--- src/rtl/vn_pkg.sv ---
// Package for the 2D vector normalizer: default widths and derived sizes.
// No dependencies; used by vn_front, vn_step, vector2_normalize and the testbench.
package vn_pkg;

    // Default component width of the input vector (two's complement)
    localparam int COMPONENT_BITS_DEF = 16;
    // Default fraction bits of the unit-vector output
    localparam int FRACTION_BITS_DEF  = 14;

    // Width of the signed residual and cross-term registers of the root search.
    // Covers sumsq * (2n+1)^2 for n below 2^(frac+1), plus sign.
    function automatic int residual_width(input int comp_bits, input int frac_bits);
        residual_width = 2 * comp_bits + 2 * frac_bits + 5;
    endfunction

endpackage

--- src/rtl/vn_front.sv ---
// Front end of the normalizer: magnitudes, squares, sum of squares and the
// initial residuals of the root search, three register stages. Uses vn_pkg.
module vn_front #(
    parameter int CB = vn_pkg::COMPONENT_BITS_DEF,
    parameter int F  = vn_pkg::FRACTION_BITS_DEF
) (
    input  logic                                         clk,
    input  logic                                         rst_n,
    input  logic                                         in_valid,
    output logic                                         in_ready,
    input  logic signed [CB-1:0]                         x_in,
    input  logic signed [CB-1:0]                         y_in,
    output logic                                         out_valid,
    input  logic                                         out_ready,
    output logic [2*CB-1:0]                              sumsq,
    output logic [vn_pkg::residual_width(CB, F)-1:0]     rx,
    output logic [vn_pkg::residual_width(CB, F)-1:0]     ry,
    output logic [vn_pkg::residual_width(CB, F)-1:0]     q_init,
    output logic                                         neg_x,
    output logic                                         neg_y,
    output logic                                         zero
);
    localparam int RW = vn_pkg::residual_width(CB, F);
    localparam int SW = 2 * CB;
    localparam int TSH = 2 * F + 2;

    // Stage A: sign and magnitude
    logic          a_valid_reg, a_valid_next;
    logic          a_ready;
    logic [CB-1:0] a_mx_reg, a_my_reg;
    logic          a_nx_reg, a_ny_reg, a_zero_reg;
    logic [CB-1:0] x_u, y_u;

    // Stage B: squares
    logic          b_valid_reg, b_valid_next;
    logic          b_ready;
    logic [SW-1:0] b_sqx_reg, b_sqy_reg;
    logic          b_nx_reg, b_ny_reg, b_zero_reg;

    // Stage C: sum of squares and initial residuals
    logic          c_valid_reg, c_valid_next;
    logic          c_ready;
    logic [SW-1:0] c_s_reg;
    logic [RW-1:0] c_rx_reg, c_ry_reg, c_q_reg;
    logic          c_nx_reg, c_ny_reg, c_zero_reg;
    logic [RW-1:0] sum_w;

    assign x_u = x_in;
    assign y_u = y_in;

    // A stage takes a new item when it is empty or its item moves on
    assign c_ready  = !c_valid_reg || out_ready;
    assign b_ready  = !b_valid_reg || c_ready;
    assign a_ready  = !a_valid_reg || b_ready;
    assign in_ready = a_ready;

    assign a_valid_next = a_ready ? in_valid    : a_valid_reg;
    assign b_valid_next = b_ready ? a_valid_reg : b_valid_reg;
    assign c_valid_next = c_ready ? b_valid_reg : c_valid_reg;

    // Valid bits
    always_ff @(posedge clk or negedge rst_n)
    begin
        if (!rst_n)
        begin
            a_valid_reg <= 1'b0;
            b_valid_reg <= 1'b0;
            c_valid_reg <= 1'b0;
        end
        else
        begin
            a_valid_reg <= a_valid_next;
            b_valid_reg <= b_valid_next;
            c_valid_reg <= c_valid_next;
        end
    end

    // Stage A payload: full magnitude, the most negative value included
    always_ff @(posedge clk)
    begin
        if (a_ready && in_valid)
        begin
            a_mx_reg   <= x_u[CB-1] ? (~x_u) + CB'(1) : x_u;
            a_my_reg   <= y_u[CB-1] ? (~y_u) + CB'(1) : y_u;
            a_nx_reg   <= x_u[CB-1];
            a_ny_reg   <= y_u[CB-1];
            a_zero_reg <= (x_u == '0) && (y_u == '0);
        end
    end

    // Stage B payload: squares
    always_ff @(posedge clk)
    begin
        if (b_ready && a_valid_reg)
        begin
            b_sqx_reg  <= SW'(a_mx_reg) * SW'(a_mx_reg);
            b_sqy_reg  <= SW'(a_my_reg) * SW'(a_my_reg);
            b_nx_reg   <= a_nx_reg;
            b_ny_reg   <= a_ny_reg;
            b_zero_reg <= a_zero_reg;
        end
    end

    // Residual start value: mag^2 * 2^(2F+2) - sumsq, cross term -sumsq
    assign sum_w = RW'(b_sqx_reg) + RW'(b_sqy_reg);

    always_ff @(posedge clk)
    begin
        if (c_ready && b_valid_reg)
        begin
            c_s_reg    <= b_sqx_reg + b_sqy_reg;
            c_rx_reg   <= (RW'(b_sqx_reg) << TSH) - RW'(b_sqx_reg) - RW'(b_sqy_reg);
            c_ry_reg   <= (RW'(b_sqy_reg) << TSH) - RW'(b_sqx_reg) - RW'(b_sqy_reg);
            c_q_reg    <= RW'(0) - sum_w;
            c_nx_reg   <= b_nx_reg;
            c_ny_reg   <= b_ny_reg;
            c_zero_reg <= b_zero_reg;
        end
    end

    assign out_valid = c_valid_reg;
    assign sumsq     = c_s_reg;
    assign rx        = c_rx_reg;
    assign ry        = c_ry_reg;
    assign q_init    = c_q_reg;
    assign neg_x     = c_nx_reg;
    assign neg_y     = c_ny_reg;
    assign zero      = c_zero_reg;

endmodule

--- config.mk ---
export PLATFORM = sky130hd
export DESIGN_NAME = vn_front
export DESIGN_NICKNAME = d
export VERILOG_FILES = /design/src/rtl/vn_pkg.sv /design/src/rtl/vn_front.sv
export SDC_FILE = /design/constraint.sdc
export NUM_CORES = 1
export LEC_CHECK = 0
export BUFFER_PORTS_ARGS = -buffer_cell sky130_fd_sc_hd__buf_2
export CORE_ASPECT_RATIO = 1.25
export CORE_MARGIN = 2
export CORE_UTILIZATION = 50
export DETAILED_ROUTE_END_ITERATION = 10
export GPL_TIMING_DRIVEN = 0
export PLACE_DENSITY_LB_ADDON = 0.15
export SYNTH_ARGS = -nofsm -noshare
export SYNTH_HDL_FRONTEND = slang
export SYNTH_SLANG_ARGS = --single-unit
--- constraint.sdc ---
create_clock -name clk -period 6.55 [get_ports clk]
set_input_delay 1.6375 -clock clk [delete_from_list [all_inputs] [get_ports clk]]
set_output_delay 1.6375 -clock clk [all_outputs]
set_load 0.005 [all_outputs]
==> flow_metrics.py <==
metrics = {
    "setup_path": {
        "start_kind": "flop",
        "cp_max_fo": 6,
        "cpMostUsedCell": "fa_1",
        "cpMaxStageDelayCell": "fa_1",
        "crit_type": "reg -> reg",
        "critPathArrivalTime_ns": 6.73,
        "cp.required_ns": 6.86,
        "path_cells": "buf_6 > clkbuf_8 > and2_4 > fa_1 > inv_2 > fa_1 > inv_2 > fa_1 > fa_1 > fa_1 > inv_1 > fa_1 > inv_2 > ha_4 > o21a_1 > o21a_1 > a221o_1 > o41ai_4 > o21ai_2 > a41o_1 > or2_4 > xor2_1",
        "cpPeakStageDelay_ns": 0.53,
        "end_kind": "flop",
    },
    "floorplan": {
        "num_rows": 103,
        "start_util_pct": 50.6,
        "dieArea_um2": 66000,
        "core-area_um2": 63300,
        "dieHeight_um": 287,
        "die_width_um": 230,
        "pin_count": 268,
    },
    "timing": {
        "slew_headroom_pct": 29.2,
        "finalHoldWorstSlack_ns": 0.419,
        "final_max_slew_viol_count": 0,
        "hold_viol_final": 0,
        "period_needed_ns": 6.42,
        "fmax_ghz": 0.156,
        "tightestPinTransition_ns": 1.05,
        "setup_viol": 0,
        "period_share_pct": 98.0,
        "clock_skew_ns": 0.0192,
    },
    "detailed_routing": {
        "drtAntennaViolNets": 0,
        "totalWireLength_mm": 89.6,
        "via_per_inst": 5.38,
        "dr.pass1.iters": 6,
        "detail_route.wl_per_cell_um": 19.7,
        "drtIter0Drc": 1700,
        "drc": 0,
        "vias": 24500,
    },
    "clock_network": {
        "cts_tree": "done",
        "clock_latency_ns": 0.58,
        "cts_sinks": 268,
        "htreeDepth": 1,
        "numCtsBuffers": 29,
        "cts_root_buf": "clkbuf_16",
        "clkTransAtPathRegs_ns": 0.06,
        "clock_path_buffers": 3,
    },
    "synthesis": {
        "synth-seq-area-share_pct": 25.1,
        "syn_avg_cell_area_um2": 9.68,
        "syn_area_um2": 32000,
        "synthCells": 3304,
        "synthesis.nets": 4001,
        "async_flop_share_pct": 1.12,
        "synth_edf_count": 265,
        "synth-main-ff-cell": "edfxtp_1",
        "synth_warnings": 0,
        "ys_ff_latch": 268,
        "synth.distinct_cells": 82,
        "synthTopCellsByArea": "edfxtp_1 25%, fa_1 21%, ha_1 13%",
        "post-synth-top-area-cell": "edfxtp_1",
        "yosys.area.top_type_share_pct": 24.9,
    },
    "placed_design": {
        "gp_congestion": 1.00,
        "io_buffers": 267,
        "hpwl_mm": 73.6,
    },
    "global_routing": {
        "grt_pass1_wl_mm": 140,
        "grt.overflow.total": 0,
        "grt_antenna_before_repair": 1,
        "grt_use_total_pct": 27.3,
        "grt_max_degree": 75,
        "grt_pass1_vias": 25100,
    },
    "job": {
        "drv_cap": 0,
    },
    "finish": {
        "drive_above_1_share_pct": 18.4,
        "final_cell_mix": "581 x inv_1, 319 x fa_1, 316 x ha_1",
        "multiInputGateArea_um2": 21500,
        "largest_reg_flops": 63,
        "area_growth_pct": 15.2,
        "fillCellCount": 5625,
        "ff_latch_area_um2": 8030,
        "layout_commonest_cell": "inv_1",
        "nets": 4391,
    },
    "run_status": {
        "outcome": "complete, no violations",
    },
    "min_path": {
        "hold_path_class": "reg -> reg",
    },
}
==> metrics by stage <==
step / TNS (ns) / area (µm²) / worst slack [ns] / cells / util, %
floorplan: 0 / 32000 / 0.0189 / 3304 / -
global placement: -201.44 / 34400 / -1.18 / 4411 / 54.4
detailed placement: -11.22 / 34500 / -0.938 / 4414 / 54.5
CTS: 0 / 36200 / 0.00388 / 4523 / 57.2
global route: -0.129 / 36900 / -0.0395 / 4556 / 58.3
finish: 0 / 36900 / 0.131 / 4557 / 58.3
==> Yosys cell counts, types with 67 or more instances <==
master,n
edfxtp_1,265
nand2_1,269
xnor2_1,227
inv_1,599
fa_1,328
and2_1,99
o21ai_0,67
a21oi_1,140
nor2_1,166
ha_1,333
buf_4,68
==> layout make-up <==
type                    instances  share of cell area [%]
well taps                     840                    2.85
inverters                     600                    6.13
clock inverters                20                   0.431
clock buffers                  33                    2.01
multi-input cells            2306                    58.4
diodes                          1                 0.00679
plain buffers                 128                    2.63
repair buffers                361                    5.75
flip-flops and latches        268                    21.8
==> worst paths after layout <==
kind                                             start                       to  slack [ns]  depth (start not counted)
worst max-delay path            a_mx_reg[10]$_DFFE_PP_  b_sqx_reg[28]$_DFFE_PP_        0.13                         22
worst min-delay path                b_nx_reg$_DFFE_PP_          neg_x$_DFFE_PP_        0.42                          0
worst max register to register  a_mx_reg[10]$_DFFE_PP_  b_sqx_reg[28]$_DFFE_PP_        0.13                         22
worst min register to register      b_nx_reg$_DFFE_PP_          neg_x$_DFFE_PP_        0.42                          0
max in group asynchronous                        rst_n    out_valid$_DFFE_PN0P_        5.60                          1
min in group asynchronous                        rst_n  b_valid_reg$_DFFE_PN0P_        0.85                          1
==> metal layers <==
layer | share of wire (%) | vias to the layer above | GRT usage, %
met1 | 40 | 11800 | 33.3
met2 | 50 | 752 | 48.5
met3 | 4.8 | 216 | 2.34
met5 | 0 | - | 0
met4 | 5.5 | 0 | 13.7
li1 | - | 11700 | -
==> logic make-up (layout without fill, tap and decap cells) <==
family,count (synthesis),after routing,share of synthesized area (%)
muxes,6,6,0.196
DFF,268,268,25.1
AOI/OAI and AO/OA,451,451,9.31
xor gates and xnor gates,290,290,7.96
buffers and inverters,730,1142,9.41
adders and majority gates,661,661,33.5
and+or+nand+nor,898,898,14.5
other,0,1,0
==> critical path: cells and delay by family (launching register included) <==
| family | cells | cell delay [ns] |
|---|---|---|
| AO/OA/AOI/OAI | 6 | 1.46 |
| XOR/XNOR | 1 | 0.15 |
| adder cells (fa/ha/maj) | 7 | 3.21 |
| buffers and inverters | 6 | 0.50 |
| flip-flops | 1 | 0.44 |
| AND/OR/NAND/NOR | 2 | 0.39 |
==> timing repair <==
item                                    in CTS  in global routing
hold buffers                                 0                  0
buffers inserted                            58                 36
endpoints found under the hold margin        0                  0
resized for setup                          111                134
endpoints found under the setup margin      22                 14
pin swaps                                   33                 93
Power is not shown: default switching activity piles up to over one toggle a cycle in this logic, so the estimate is an artifact.
