$ cat config.mk
export PLATFORM = sky130hd
export DESIGN_NAME = vn_step
export DESIGN_NICKNAME = d
export VERILOG_FILES = /design/src/rtl/vn_pkg.sv /design/src/rtl/vn_step.sv
export SDC_FILE = /design/constraint.sdc
export NUM_CORES = 1
export LEC_CHECK = 0
export ABC_AREA = 0
export BUFFER_PORTS_ARGS = -buffer_cell sky130_fd_sc_hd__buf_4
export CORE_ASPECT_RATIO = 1.1
export CORE_MARGIN = 4
export CORE_UTILIZATION = 32
export CTS_CLUSTER_DIAMETER = 200
export DETAILED_ROUTE_END_ITERATION = 6
export SYNTH_ARGS = -nofsm -noshare
export SYNTH_HDL_FRONTEND = slang
export SYNTH_SLANG_ARGS = --single-unit
$ cat constraint.sdc
create_clock -name clk -period 8.1 [get_ports clk]
set_clock_uncertainty 0.2 [all_clocks]
set_input_delay 1.62 -clock clk [delete_from_list [all_inputs] [get_ports clk]]
set_output_delay 1.62 -clock clk [all_outputs]
set_load 0.02 [all_outputs]
$ cat src/rtl/vn_pkg.sv
// Package for the 2D vector normalizer: default widths and derived sizes.
// No dependencies; used by vn_front, vn_step, vector2_normalize and the testbench.
package vn_pkg;

    // Default component width of the input vector (two's complement)
    localparam int COMPONENT_BITS_DEF = 16;
    // Default fraction bits of the unit-vector output
    localparam int FRACTION_BITS_DEF  = 14;

    // Width of the signed residual and cross-term registers of the root search.
    // Covers sumsq * (2n+1)^2 for n below 2^(frac+1), plus sign.
    function automatic int residual_width(input int comp_bits, input int frac_bits);
        residual_width = 2 * comp_bits + 2 * frac_bits + 5;
    endfunction

endpackage

$ cat src/rtl/vn_step.sv
// One bit of the rounded-ratio search for both lanes, one register stage.
// Keeps residual r = T - S*(2n-1)^2 and cross term q = S*(2n-1). Uses vn_pkg.
module vn_step #(
    parameter int CB  = vn_pkg::COMPONENT_BITS_DEF,
    parameter int F   = vn_pkg::FRACTION_BITS_DEF,
    parameter int BIT = 0
) (
    input  logic                                     clk,
    input  logic                                     rst_n,
    input  logic                                     in_valid,
    output logic                                     in_ready,
    input  logic [2*CB-1:0]                          s_in,
    input  logic [vn_pkg::residual_width(CB, F)-1:0] rx_in,
    input  logic [vn_pkg::residual_width(CB, F)-1:0] ry_in,
    input  logic [vn_pkg::residual_width(CB, F)-1:0] qx_in,
    input  logic [vn_pkg::residual_width(CB, F)-1:0] qy_in,
    input  logic [F:0]                               nx_in,
    input  logic [F:0]                               ny_in,
    input  logic                                     negx_in,
    input  logic                                     negy_in,
    input  logic                                     zero_in,
    output logic                                     out_valid,
    input  logic                                     out_ready,
    output logic [2*CB-1:0]                          s_out,
    output logic [vn_pkg::residual_width(CB, F)-1:0] rx_out,
    output logic [vn_pkg::residual_width(CB, F)-1:0] ry_out,
    output logic [vn_pkg::residual_width(CB, F)-1:0] qx_out,
    output logic [vn_pkg::residual_width(CB, F)-1:0] qy_out,
    output logic [F:0]                               nx_out,
    output logic [F:0]                               ny_out,
    output logic                                     negx_out,
    output logic                                     negy_out,
    output logic                                     zero_out
);
    localparam int RW = vn_pkg::residual_width(CB, F);
    localparam int NB = F + 1;

    logic          valid_reg, valid_next;
    logic [2*CB-1:0] s_reg;
    logic [RW-1:0] rx_reg, ry_reg, qx_reg, qy_reg;
    logic [NB-1:0] nx_reg, ny_reg;
    logic          negx_reg, negy_reg, zero_reg;

    logic [RW-1:0] s_w, s_sq_term, s_q_term;
    logic [RW-1:0] cand_x, cand_y;
    logic          take_x, take_y;
    logic [NB-1:0] bit_mask;

    // Trial of n | 2^BIT: (2m-1)^2 = (2n-1)^2 + 2^(BIT+2)(2n-1) + 2^(2BIT+2)
    assign s_w       = RW'(s_in);
    assign s_sq_term = s_w << (2 * BIT + 2);
    assign s_q_term  = s_w << (BIT + 1);
    assign bit_mask  = NB'(1) << BIT;

    assign cand_x = rx_in - (qx_in << (BIT + 2)) - s_sq_term;
    assign cand_y = ry_in - (qy_in << (BIT + 2)) - s_sq_term;
    assign take_x = !cand_x[RW-1];
    assign take_y = !cand_y[RW-1];

    // Handshake
    assign in_ready   = !valid_reg || out_ready;
    assign valid_next = in_ready ? in_valid : valid_reg;

    always_ff @(posedge clk or negedge rst_n)
    begin
        if (!rst_n)
        begin
            valid_reg <= 1'b0;
        end
        else
        begin
            valid_reg <= valid_next;
        end
    end

    // Payload: keep the bit where the residual stays non-negative
    always_ff @(posedge clk)
    begin
        if (in_ready && in_valid)
        begin
            s_reg    <= s_in;
            rx_reg   <= take_x ? cand_x : rx_in;
            ry_reg   <= take_y ? cand_y : ry_in;
            qx_reg   <= take_x ? qx_in + s_q_term : qx_in;
            qy_reg   <= take_y ? qy_in + s_q_term : qy_in;
            nx_reg   <= take_x ? (nx_in | bit_mask) : nx_in;
            ny_reg   <= take_y ? (ny_in | bit_mask) : ny_in;
            negx_reg <= negx_in;
            negy_reg <= negy_in;
            zero_reg <= zero_in;
        end
    end

    assign out_valid = valid_reg;
    assign s_out     = s_reg;
    assign rx_out    = rx_reg;
    assign ry_out    = ry_reg;
    assign qx_out    = qx_reg;
    assign qy_out    = qy_reg;
    assign nx_out    = nx_reg;
    assign ny_out    = ny_reg;
    assign negx_out  = negx_reg;
    assign negy_out  = negy_reg;
    assign zero_out  = zero_reg;

endmodule

==> results.tsv, run 1 <==
metric	value	unit
result_of_the_run	finished clean	
route.vias.total	22960	
ys_top_cells_by_area	sky130_fd_sc_hd__edfxtp_1, sky130_fd_sc_hd__ha_1, sky130_fd_sc_hd__a21oi_1, sky130_fd_sc_hd__fa_1, sky130_fd_sc_hd__inv_1	
cp-start-kind	primary input	
timing.hold.worst.class	reg2reg	
worst_r2r_startpoint	out_valid	
post_synth_inst_count	2792	
grt_remaining_overflow	0	
grt_util_all_layers	22.15	%
cts.path.max_buffers	3	
tritoncts	done	
clk-insertion-delay-late	580	ps
detail_route.first_pass.iterations	6	
ctsRootBufferMaster	sky130_fd_sc_hd__clkbuf_16	
cts_hold_buf	0	
gp_congestion	0.9297	
clock_transition_at_path_regs	60	ps
critical_path.reg2reg.endpoint	s_out[29]	
cp_num_cells	17	
max_freq	0.1495	GHz
ys.flop_type	sky130_fd_sc_hd__edfxtp_1	
netlist_area	26020	µm²
dp_hpwl	81.84	mm
critPathCapture	qx_out[62]	
finalMaxSlewViolations	0	
design.final.nets	4069	
cpLargestDelayFamily	compound AO/OA/AOI/OAI gates	
wire_length_of_the_first_global_routing_pass	144.5	mm
synth-seq-cells	326	
critical-path-max-stage-delay	900	ps
placement_rows	109	
maxSlewHeadroom	24.85	%
total_leakage_power	0.01494	µW
synth-edff-count	325	
crit_path_start	s_in[1]	
tns	0	ps
synth_top_area_cell	sky130_fd_sc_hd__edfxtp_1	
rrSetupSlack	5290	ps
rsz0062_at_grt	false	
cp_cell_sequence	buf_4 > inv_1 > fa_1 > inv_1 > ha_1 > nand2b_1 > a211oi_1 > o21ai_1 > a21boi_0 > o211ai_1 > a2111oi_2 > or2_1 > o211ai_1 > buf_4 > nor3_2 > nand4_1 > xnor2_1	
timing.final.crit_share	82.58	%
pin_count_of_the_biggest_net_entering_global_routing	191	
critPathMaxFanout	13	
tritoncts.num_buffers	42	
number_of_setup_violations_in_the_final_report	0	
drt_wl_total	99.22	mm
synth_nets	3439	
timing_hold_violations_final	0	
crit_arrival	6830	ps
mean_number_of_vias_per_cell	5.081	
route.antenna.remaining_nets	0	
drive_above_1_share	22.30	%
die-area	85950	µm²
detail_route.drc_violations	0	
irDropWorstVdd	0.1441	mV
layout_setup_ws	1411	ps
worst_r2r_path_depth	3	
area_delta_synth_final	28.45	%
cts_max_level	2	
postCtsSetupBuffers	0	
avgSynthCellArea	9.320	µm²
floorplan.initialDensity	32.34	%
final.min_clock_period	6689	ps
worstPathRequired	8240	ps
synth_top_cell_area_share	37.51	%
crit_path_top_delay_cell	sky130_fd_sc_hd__nor3_2	
count_of_warnings_emitted_by_yosys	0	
worstMarginPinSlew	1121	ps
critical_path_buf_inv_count	4	
first_global_vias	23020	
synth_cell_type_count	69	
dr.first_iter.drc_count	1411	
powerDensity	216.8	nW/µm²
post_cts_repair_resize_count	0	
number_of_antenna_violations_at_the_first_check_in_global_routing	11	
clkSinkCount	326	
synth_sequential_area_ratio	37.60	%
floorplan.core_area	80460	µm²
path_class	in2reg	
wl_per_cell	21.96	µm
worst_setup_path_end_kind	register	
floorplan.die.height	307.1	µm
fp.dieW	279.9	µm
top_level_ports	656	
synthArstFlopShare	0.3067	%
pre_cts_setup_slack	729.8	ps
place.port_buffers	655	
timing.max_cap.violations	0	
-- layout make-up --
type / count / area (µm²)
timing repair buffer: 672 / 5070
multi-input combinational: 2028 / 14600
clock inverter: 23 / 190.2
tap: 1054 / 1319
clock buffer: 52 / 1110
inverter: 352 / 1321
antenna: 11 / 27.53
fill: 8018 / 47040
sequential: 326 / 9784
-- cell usage after synthesis (all sizes together), types with 3 or more instances --
library cell  number
mux2               6
and2              15
or3               10
o31a               3
a211oi            18
inv              352
o41ai              6
a31oi             22
o21ai            224
a2111oi            7
nor4              15
a221oi             3
a21boi             8
a31o               6
a21o              84
o211ai            13
nand3             51
and3              27
clkbuf            72
nand2            247
o211a              5
a311oi             8
or2                7
buf               14
nor2             171
o22ai              5
o31ai             19
a41oi              3
ha               252
a22oi              4
nor3              31
o21bai            35
xnor2            144
nand4             56
nand2b            25
nor2b             15
and4               4
o21ba              3
xor2              97
a21oi            271
o21a              21
a221o              3
fa                66
edfxtp           325
-- layer usage --
metal / vias up / global-route usage (%) / part of all wire, % / wire (µm)
li1: 11150 / - / - / -
met1: 10850 / 26.54 / 40 / 39980
met2: 824 / 39.55 / 49 / 48860
met3: 129 / 5.398 / 7.6 / 7575
met4: 2 / 6.248 / 2.8 / 2799
met5: - / 0 / 0.013 / 13
-- registers in the layout, indices dropped and copies added (netlist names) --
signal and flops:
qx_out 65, ny_out 15, s_out 32, ry_out 65, zero_out 1, negx_out 1, rx_out 65, out_valid 1
qy_out 65, negy_out 1, nx_out 15
-- worst min-delay path by stage --
stage,to,depth (start not counted),startpoint,slack (ps)
floorplan,out_valid,2,out_valid,580
finish,out_valid,2,out_valid,390
global route,out_valid,2,out_valid,400
detailed placement,out_valid,2,out_valid,370
CTS,out_valid,2,out_valid,400
global placement,out_valid,2,out_valid,330
-- metrics by stage --
stage	instance area (µm²)	hold slack (ps)	cells	utilization [%]	power (µW)
after floorplan	26020	582.4	2792	-	4274
after global placement	32100	328.5	4432	39.89	5423
after detailed placement	32100	371.8	4432	39.89	5430
after CTS	33400	396.5	4507	41.51	7322
after global routing	33410	401.9	4512	41.52	7684
final	33420	390.3	4518	41.54	7246
-- cells by family (layout without fill, tap and decap cells) --
logic type | after synthesis | count (layout) | share of synthesized area (%)
DFF | 326 | 326 | 37.60
xor gates and xnor gates | 241 | 241 | 8.112
muxes | 7 | 7 | 0.2981
other | 0 | 11 | 0
adders and majority gates | 318 | 318 | 17.19
buffers and inverters | 438 | 1099 | 6.390
AOI/OAI and AO/OA | 780 | 780 | 18.09
and+or+nand+nor | 682 | 682 | 12.31
-- worst reg2reg max path, delay by kind of cell (launching register included) --
| family | cells | cell delay, ps |
|---|---|---|
| flip-flops | 1 | 380 |
| buffers and inverters | 1 | 890 |
| AND/OR/NAND/NOR | 2 | 860 |
-- report_power, final --
group          total, µW  switching [µW]  leakage (µW)  internal (µW)
clock network       1840             805      0.000620           1040
logic               3110            1930        0.0112           1180
registers           2290            76.7       0.00311           2210
total               7250            2810        0.0149           4430
-- cell usage in the layout (no fill, tap or decap), drive strengths merged, types with 6 or more instances in the layout --
master and instances:
o211ai 13, o21a 21, o21bai 35, or2 7, nand4 56, and3 27, nor2b 15, inv 354
a211oi 18, mux2 6, clkinv 14, a2111oi 7, a31oi 22, xor2 97, o31ai 19, clkbuf 52
nand2b 25, diode 11, nor2 171, a311oi 8, o41ai 6, a21boi 8, a21oi 271, or3 10
a31o 6, edfxtp 325, xnor2 144, fa 66, o21ai 224, nand2 247, buf 672, a21o 84
nand3 51, ha 252, and2 15, nor3 31, nor4 15
(Power assumes the default switching activity.)
==> inputs of run 2 (changes only) <==
==> constraint.sdc (replaced) <==
create_clock -name clk -period 5.7 [get_ports clk]
set_clock_uncertainty 0.2 [all_clocks]
set_input_delay 1.14 -clock clk [delete_from_list [all_inputs] [get_ports clk]]
set_output_delay 1.14 -clock clk [all_outputs]
set_load 0.02 [all_outputs]
==> results.tsv, run 2 (synthesis gave the netlist of run 1 again) <==
metric	value	unit
powerDensity	309.3	nW/µm²
worstPathRequired	5820	ps
die-area	85950	µm²
grt_remaining_overflow	0	
timing.final.crit_share	92.68	%
wl_per_cell	21.77	µm
placement_rows	109	
number_of_antenna_violations_at_the_first_check_in_global_routing	18	
crit_path_start	s_in[3]	
critPathMaxFanout	3	
dp_hpwl	83.73	mm
gp_congestion	0.9462	
critical_path_buf_inv_count	3	
rrSetupSlack	3380	ps
first_global_vias	23220	
worst_setup_path_end_kind	register	
layout_setup_ws	417.5	ps
wire_length_of_the_first_global_routing_pass	145.0	mm
irDropWorstVdd	0.1898	mV
rsz0062_at_grt	false	
top_level_ports	656	
path_class	in2reg	
final_util	42.64	%
tritoncts	done	
route.antenna.remaining_nets	0	
power_switching	4051	µW
design.final.nets	4166	
internal_power	6561	µW
floorplan.initialDensity	32.34	%
worst_r2r_path_depth	3	
area_delta_synth_final	31.85	%
detail_route.drc_violations	0	
commonest_cells_after_routing_fill_and_taps_aside	sky130_fd_sc_hd__buf_4, sky130_fd_sc_hd__inv_1, sky130_fd_sc_hd__edfxtp_1	
cp_cell_sequence	buf_4 > inv_1 > fa_1 > ha_1 > o211ai_1 > a2111oi_0 > o31ai_1 > a21oi_1 > o31a_1 > nor2_1 > buf_4 > a2111oi_0 > o31a_1 > nor2_1 > xor2_1 > o21ai_0	
post_cts_repair_resize_count	0	
worstMarginPinSlew	1017	ps
max_freq	0.1893	GHz
tritoncts.num_buffers	42	
pre_cts_setup_slack	-171.7	ps
drt_wl_total	100.5	mm
cp_num_cells	16	
tns	0	ps
floorplan.die.height	307.1	µm
postCtsSetupBuffers	0	
power.switching_fraction	38.17	%
finalMaxSlewViolations	0	
timing.hold.worst.class	in2async	
critical_path.reg2reg.endpoint	qy_out[61]	
cp-start-kind	primary input	
place.port_buffers	655	
clkSinkCount	326	
seq_pwr_share	30.5	%
number_of_setup_violations_in_the_final_report	0	
fp.dieW	279.9	µm
critPathCapture	rx_out[41]	
cts.path.max_buffers	3	
total_leakage_power	0.01549	µW
timing.max_cap.violations	0	
detail_route.first_pass.iterations	6	
layout.filler_cells	8064	
grt_util_all_layers	22.39	%
pin_count_of_the_biggest_net_entering_global_routing	103	
cts_max_level	2	
crit_path_top_delay_cell	sky130_fd_sc_hd__a2111oi_0	
mean_number_of_vias_per_cell	5.071	
cts_hold_buf	0	
cpLargestDelayFamily	compound AO/OA/AOI/OAI gates	
timing_hold_violations_final	0	
route.vias.total	23420	
drive_above_1_share	24.61	%
power	10610	µW
crit_arrival	5400	ps
clk-insertion-delay-late	580	ps
floorplan.core_area	80460	µm²
final.min_clock_period	5283	ps
dr.first_iter.drc_count	1488	
pwr-share-comb	43.7	%
ctsRootBufferMaster	sky130_fd_sc_hd__clkbuf_16	
result_of_the_run	finished clean	
final-seq-area	9784	µm²
layout_commonest_cell	sky130_fd_sc_hd__buf_4	
worst_r2r_startpoint	out_valid	
power.share.clock	25.7	%
multiInputGateArea	14600	µm²
maxSlewHeadroom	30.47	%
clock_transition_at_path_regs	60	ps
critical-path-max-stage-delay	900	ps
==> run 2: how the worst min path moves through the flow <==
stage,slack (ps),from,cells past startpoint,endpoint
finish,130,rst_n,1,out_valid
global route,90,rst_n,1,out_valid
CTS,80,rst_n,1,out_valid
detailed placement,460,out_valid,2,out_valid
global placement,450,out_valid,2,out_valid
floorplan,590,out_valid,2,out_valid
==> run 2: worst register-to-register path: stages, from the launching register on <==
cell,delay [ps]
sky130_fd_sc_hd__dfrtp_1,380
sky130_fd_sc_hd__nand2b_1,180
sky130_fd_sc_hd__and2_4,520
sky130_fd_sc_hd__buf_4,620
==> run 2: stage by stage <==
stage                     hold slack, ps  std cells  area [µm²]
after global placement             451.1       4529       32910
after floorplan                    589.0       2792       26020
final                              125.2       4617       34310
after detailed placement           463.7       4529       32910
after global routing               91.57       4614       34300
after CTS                          82.92       4602       34270
==> run 2: layout make-up <==
type                    instances  area share, %
repair buffers                769          17.15
multi-input cells            2028          42.56
inverters                     352          3.851
well taps                    1054          3.844
clock inverters                28         0.8643
flip-flops and latches        326          28.52
diodes                         15         0.1094
clock buffers                  45          3.096
==> run 2: per-layer routing <==
metal / up-vias / track usage (%) / routed length (µm)
li1: 11360 / - / -
met1: 11100 / 26.62 / 40100
met2: 817 / 39.69 / 49490
met3: 134 / 5.687 / 7786
met4: 8 / 7.085 / 3051
met5: - / 0 / 76
==> run 2: power groups by stage <==
stage          logic, µW  registers (µW)  clock network, µW
2_1_floorplan       2390            3670                  0
3_3_place_gp        4630            3290                  0
3_5_place_dp        4640            3290                  0
4_1_cts             4660            3250               2820
5_1_grt             5080            3270               2900
6_report            4640            3240               2730
==> inputs of run 3 (changes only) <==
--- a/config.mk
+++ b/config.mk
@@ -12,6 +12,7 @@
 export CORE_UTILIZATION = 32
 export CTS_CLUSTER_DIAMETER = 200
 export DETAILED_ROUTE_END_ITERATION = 6
+export RECOVER_POWER = 100
 export SYNTH_ARGS = -nofsm -noshare
 export SYNTH_HDL_FRONTEND = slang
 export SYNTH_SLANG_ARGS = --single-unit
==> results.tsv, run 3 (synthesis gave the netlist of run 1 again) <==
metric	value	unit
result_of_the_run	finished, violations left	
failed_checks	max-capacitance violations, max-slew violations	
timing_hold_violations_final	0	
clock_transition_at_path_regs	60	ps
first_global_vias	23220	
pin_count_of_the_biggest_net_entering_global_routing	103	
worstMarginPinSlew	2231	ps
number_of_setup_violations_in_the_final_report	0	
final_cell_count_no_fill	4616	
timing.max_cap.violations	3	
detail_route.first_pass.iterations	5	
clkSinkCount	326	
worst_r2r_path_depth	3	
cts_hold_buf	0	
postCtsSetupBuffers	0	
critical-path-max-stage-delay	520	ps
top_level_ports	656	
clk-insertion-delay-late	580	ps
detail_route.drc_violations	0	
path_class	in2reg	
tritoncts.num_buffers	42	
place.port_buffers	655	
route.vias.total	23480	
tritoncts	done	
tns	0	ps
fp.dieW	279.9	µm
crit_arrival	5500	ps
wl_per_cell	21.80	µm
max_freq	0.1857	GHz
power	10320	µW
rsz0062_at_grt	false	
area_delta_synth_final	26.10	%
cts.path.max_buffers	3	
worst_setup_path_end_kind	register	
timing.hold.worst.class	in2async	
drt_wl_total	100.6	mm
maxSlewHeadroom	-48.79	%
final-seq-area	9784	µm²
floorplan.initialDensity	32.34	%
multiInputGateArea	14540	µm²
final.min_clock_period	5384	ps
finalMaxSlewViolations	238	
worstPathRequired	5810	ps
number_of_antenna_violations_at_the_first_check_in_global_routing	17	
post_cts_repair_resize_count	0	
mean_number_of_vias_per_cell	5.086	
timing.final.crit_share	94.45	%
placement_rows	109	
grt_util_all_layers	22.39	%
wire_length_of_the_first_global_routing_pass	145.0	mm
floorplan.die.height	307.1	µm
cp-start-kind	primary input	
crit_path_top_delay_cell	sky130_fd_sc_hd__fa_1	
commonest_cells_after_routing_fill_and_taps_aside	sky130_fd_sc_hd__clkbuf_1, sky130_fd_sc_hd__inv_1, sky130_fd_sc_hd__buf_4	
cp_cell_sequence	clkbuf_1 > inv_1 > fa_1 > ha_1 > nand4_1 > clkbuf_4 > inv_1 > o31ai_1 > a21oi_1 > a41o_1 > a311oi_1 > clkbuf_1 > o21ai_0 > a31o_2 > a41oi_1 > xor2_1 > o21ai_0	
layout.filler_cells	8476	
layout_setup_ws	316.4	ps
route.antenna.remaining_nets	0	
final_util	40.78	%
drive_above_1_share	13.90	%
powerDensity	314.5	nW/µm²
placed_cells_incl_taps	4529	
irDropWorstVdd	0.1892	mV
die-area	85950	µm²
design.final.nets	4166	
critPathMaxFanout	7	
pre_cts_setup_slack	-171.7	ps
floorplan.core_area	80460	µm²
ctsRootBufferMaster	sky130_fd_sc_hd__clkbuf_16	
gp_congestion	0.9462	
dp_hpwl	83.73	mm
cts_max_level	2	
layout_commonest_cell	sky130_fd_sc_hd__clkbuf_1	
total_leakage_power	0.01411	µW
dr.first_iter.drc_count	1473	
grt_remaining_overflow	0	
run 3: changes by cell type in the layout (fill, tap and decap cells not counted), sizes merged:
| cell | change |
|---|---|
| clkbuf | +413 |
| diode | -1 |
| buf | -413 |
run 3: layout make-up:
class                   count  area share, %
multi-input cells        2028          44.32
flip-flops and latches    326          29.82
repair buffers            769          13.57
inverters                 352          4.027
well taps                1054          4.019
clock buffers              45          3.237
clock inverters            28         0.9037
diodes                     14         0.1068
run 3: where the power goes:
part | switching, µW | internal [µW] | total (µW)
Clock | 1150 | 1580 | 2730
Combinational | 2800 | 1550 | 4350
Sequential | 95.9 | 3140 | 3240
Total | 4050 | 6270 | 10300
run 3: layer usage:
layer / part of all wire, % / up-vias / track usage (%) / wire length (µm)
li1: - / 11360 / - / -
met1: 40 / 11080 / 26.62 / 40240
met2: 49 / 883 / 39.69 / 49390
met3: 7.9 / 147 / 5.687 / 7931
met4: 3.0 / 8 / 7.085 / 3012
met5: 0.046 / - / 0 / 46
run 3: final timing paths:
check | from | end | slack, ps
min in group clk | out_valid | out_valid | 440
max in group asynchronous | rst_n | out_valid | 5070
worst min register to register | out_valid | out_valid | 440
worst min-delay path | rst_n | out_valid | 150
worst max register to register | out_valid | rx_out[37] | 1270
worst max-delay path | s_in[25] | ry_out[63] | 320
run 3: worst max-delay path: cells and delay by family:
kind | cells | cell delay (ps)
and+or+nand+nor | 1 | 210
AOI/OAI and AO/OA | 8 | 1910
xor gates and xnor gates | 1 | 210
adders and majority gates | 2 | 930
buffers and inverters | 5 | 1070
run 3: metrics by stage:
stage / hold WS, ps / area [µm²]
after floorplan: 589.0 / 26020
after global placement: 451.1 / 32910
after detailed placement: 463.7 / 32910
after CTS: 82.92 / 34270
after global routing: 112.8 / 32810
final: 146.3 / 32810
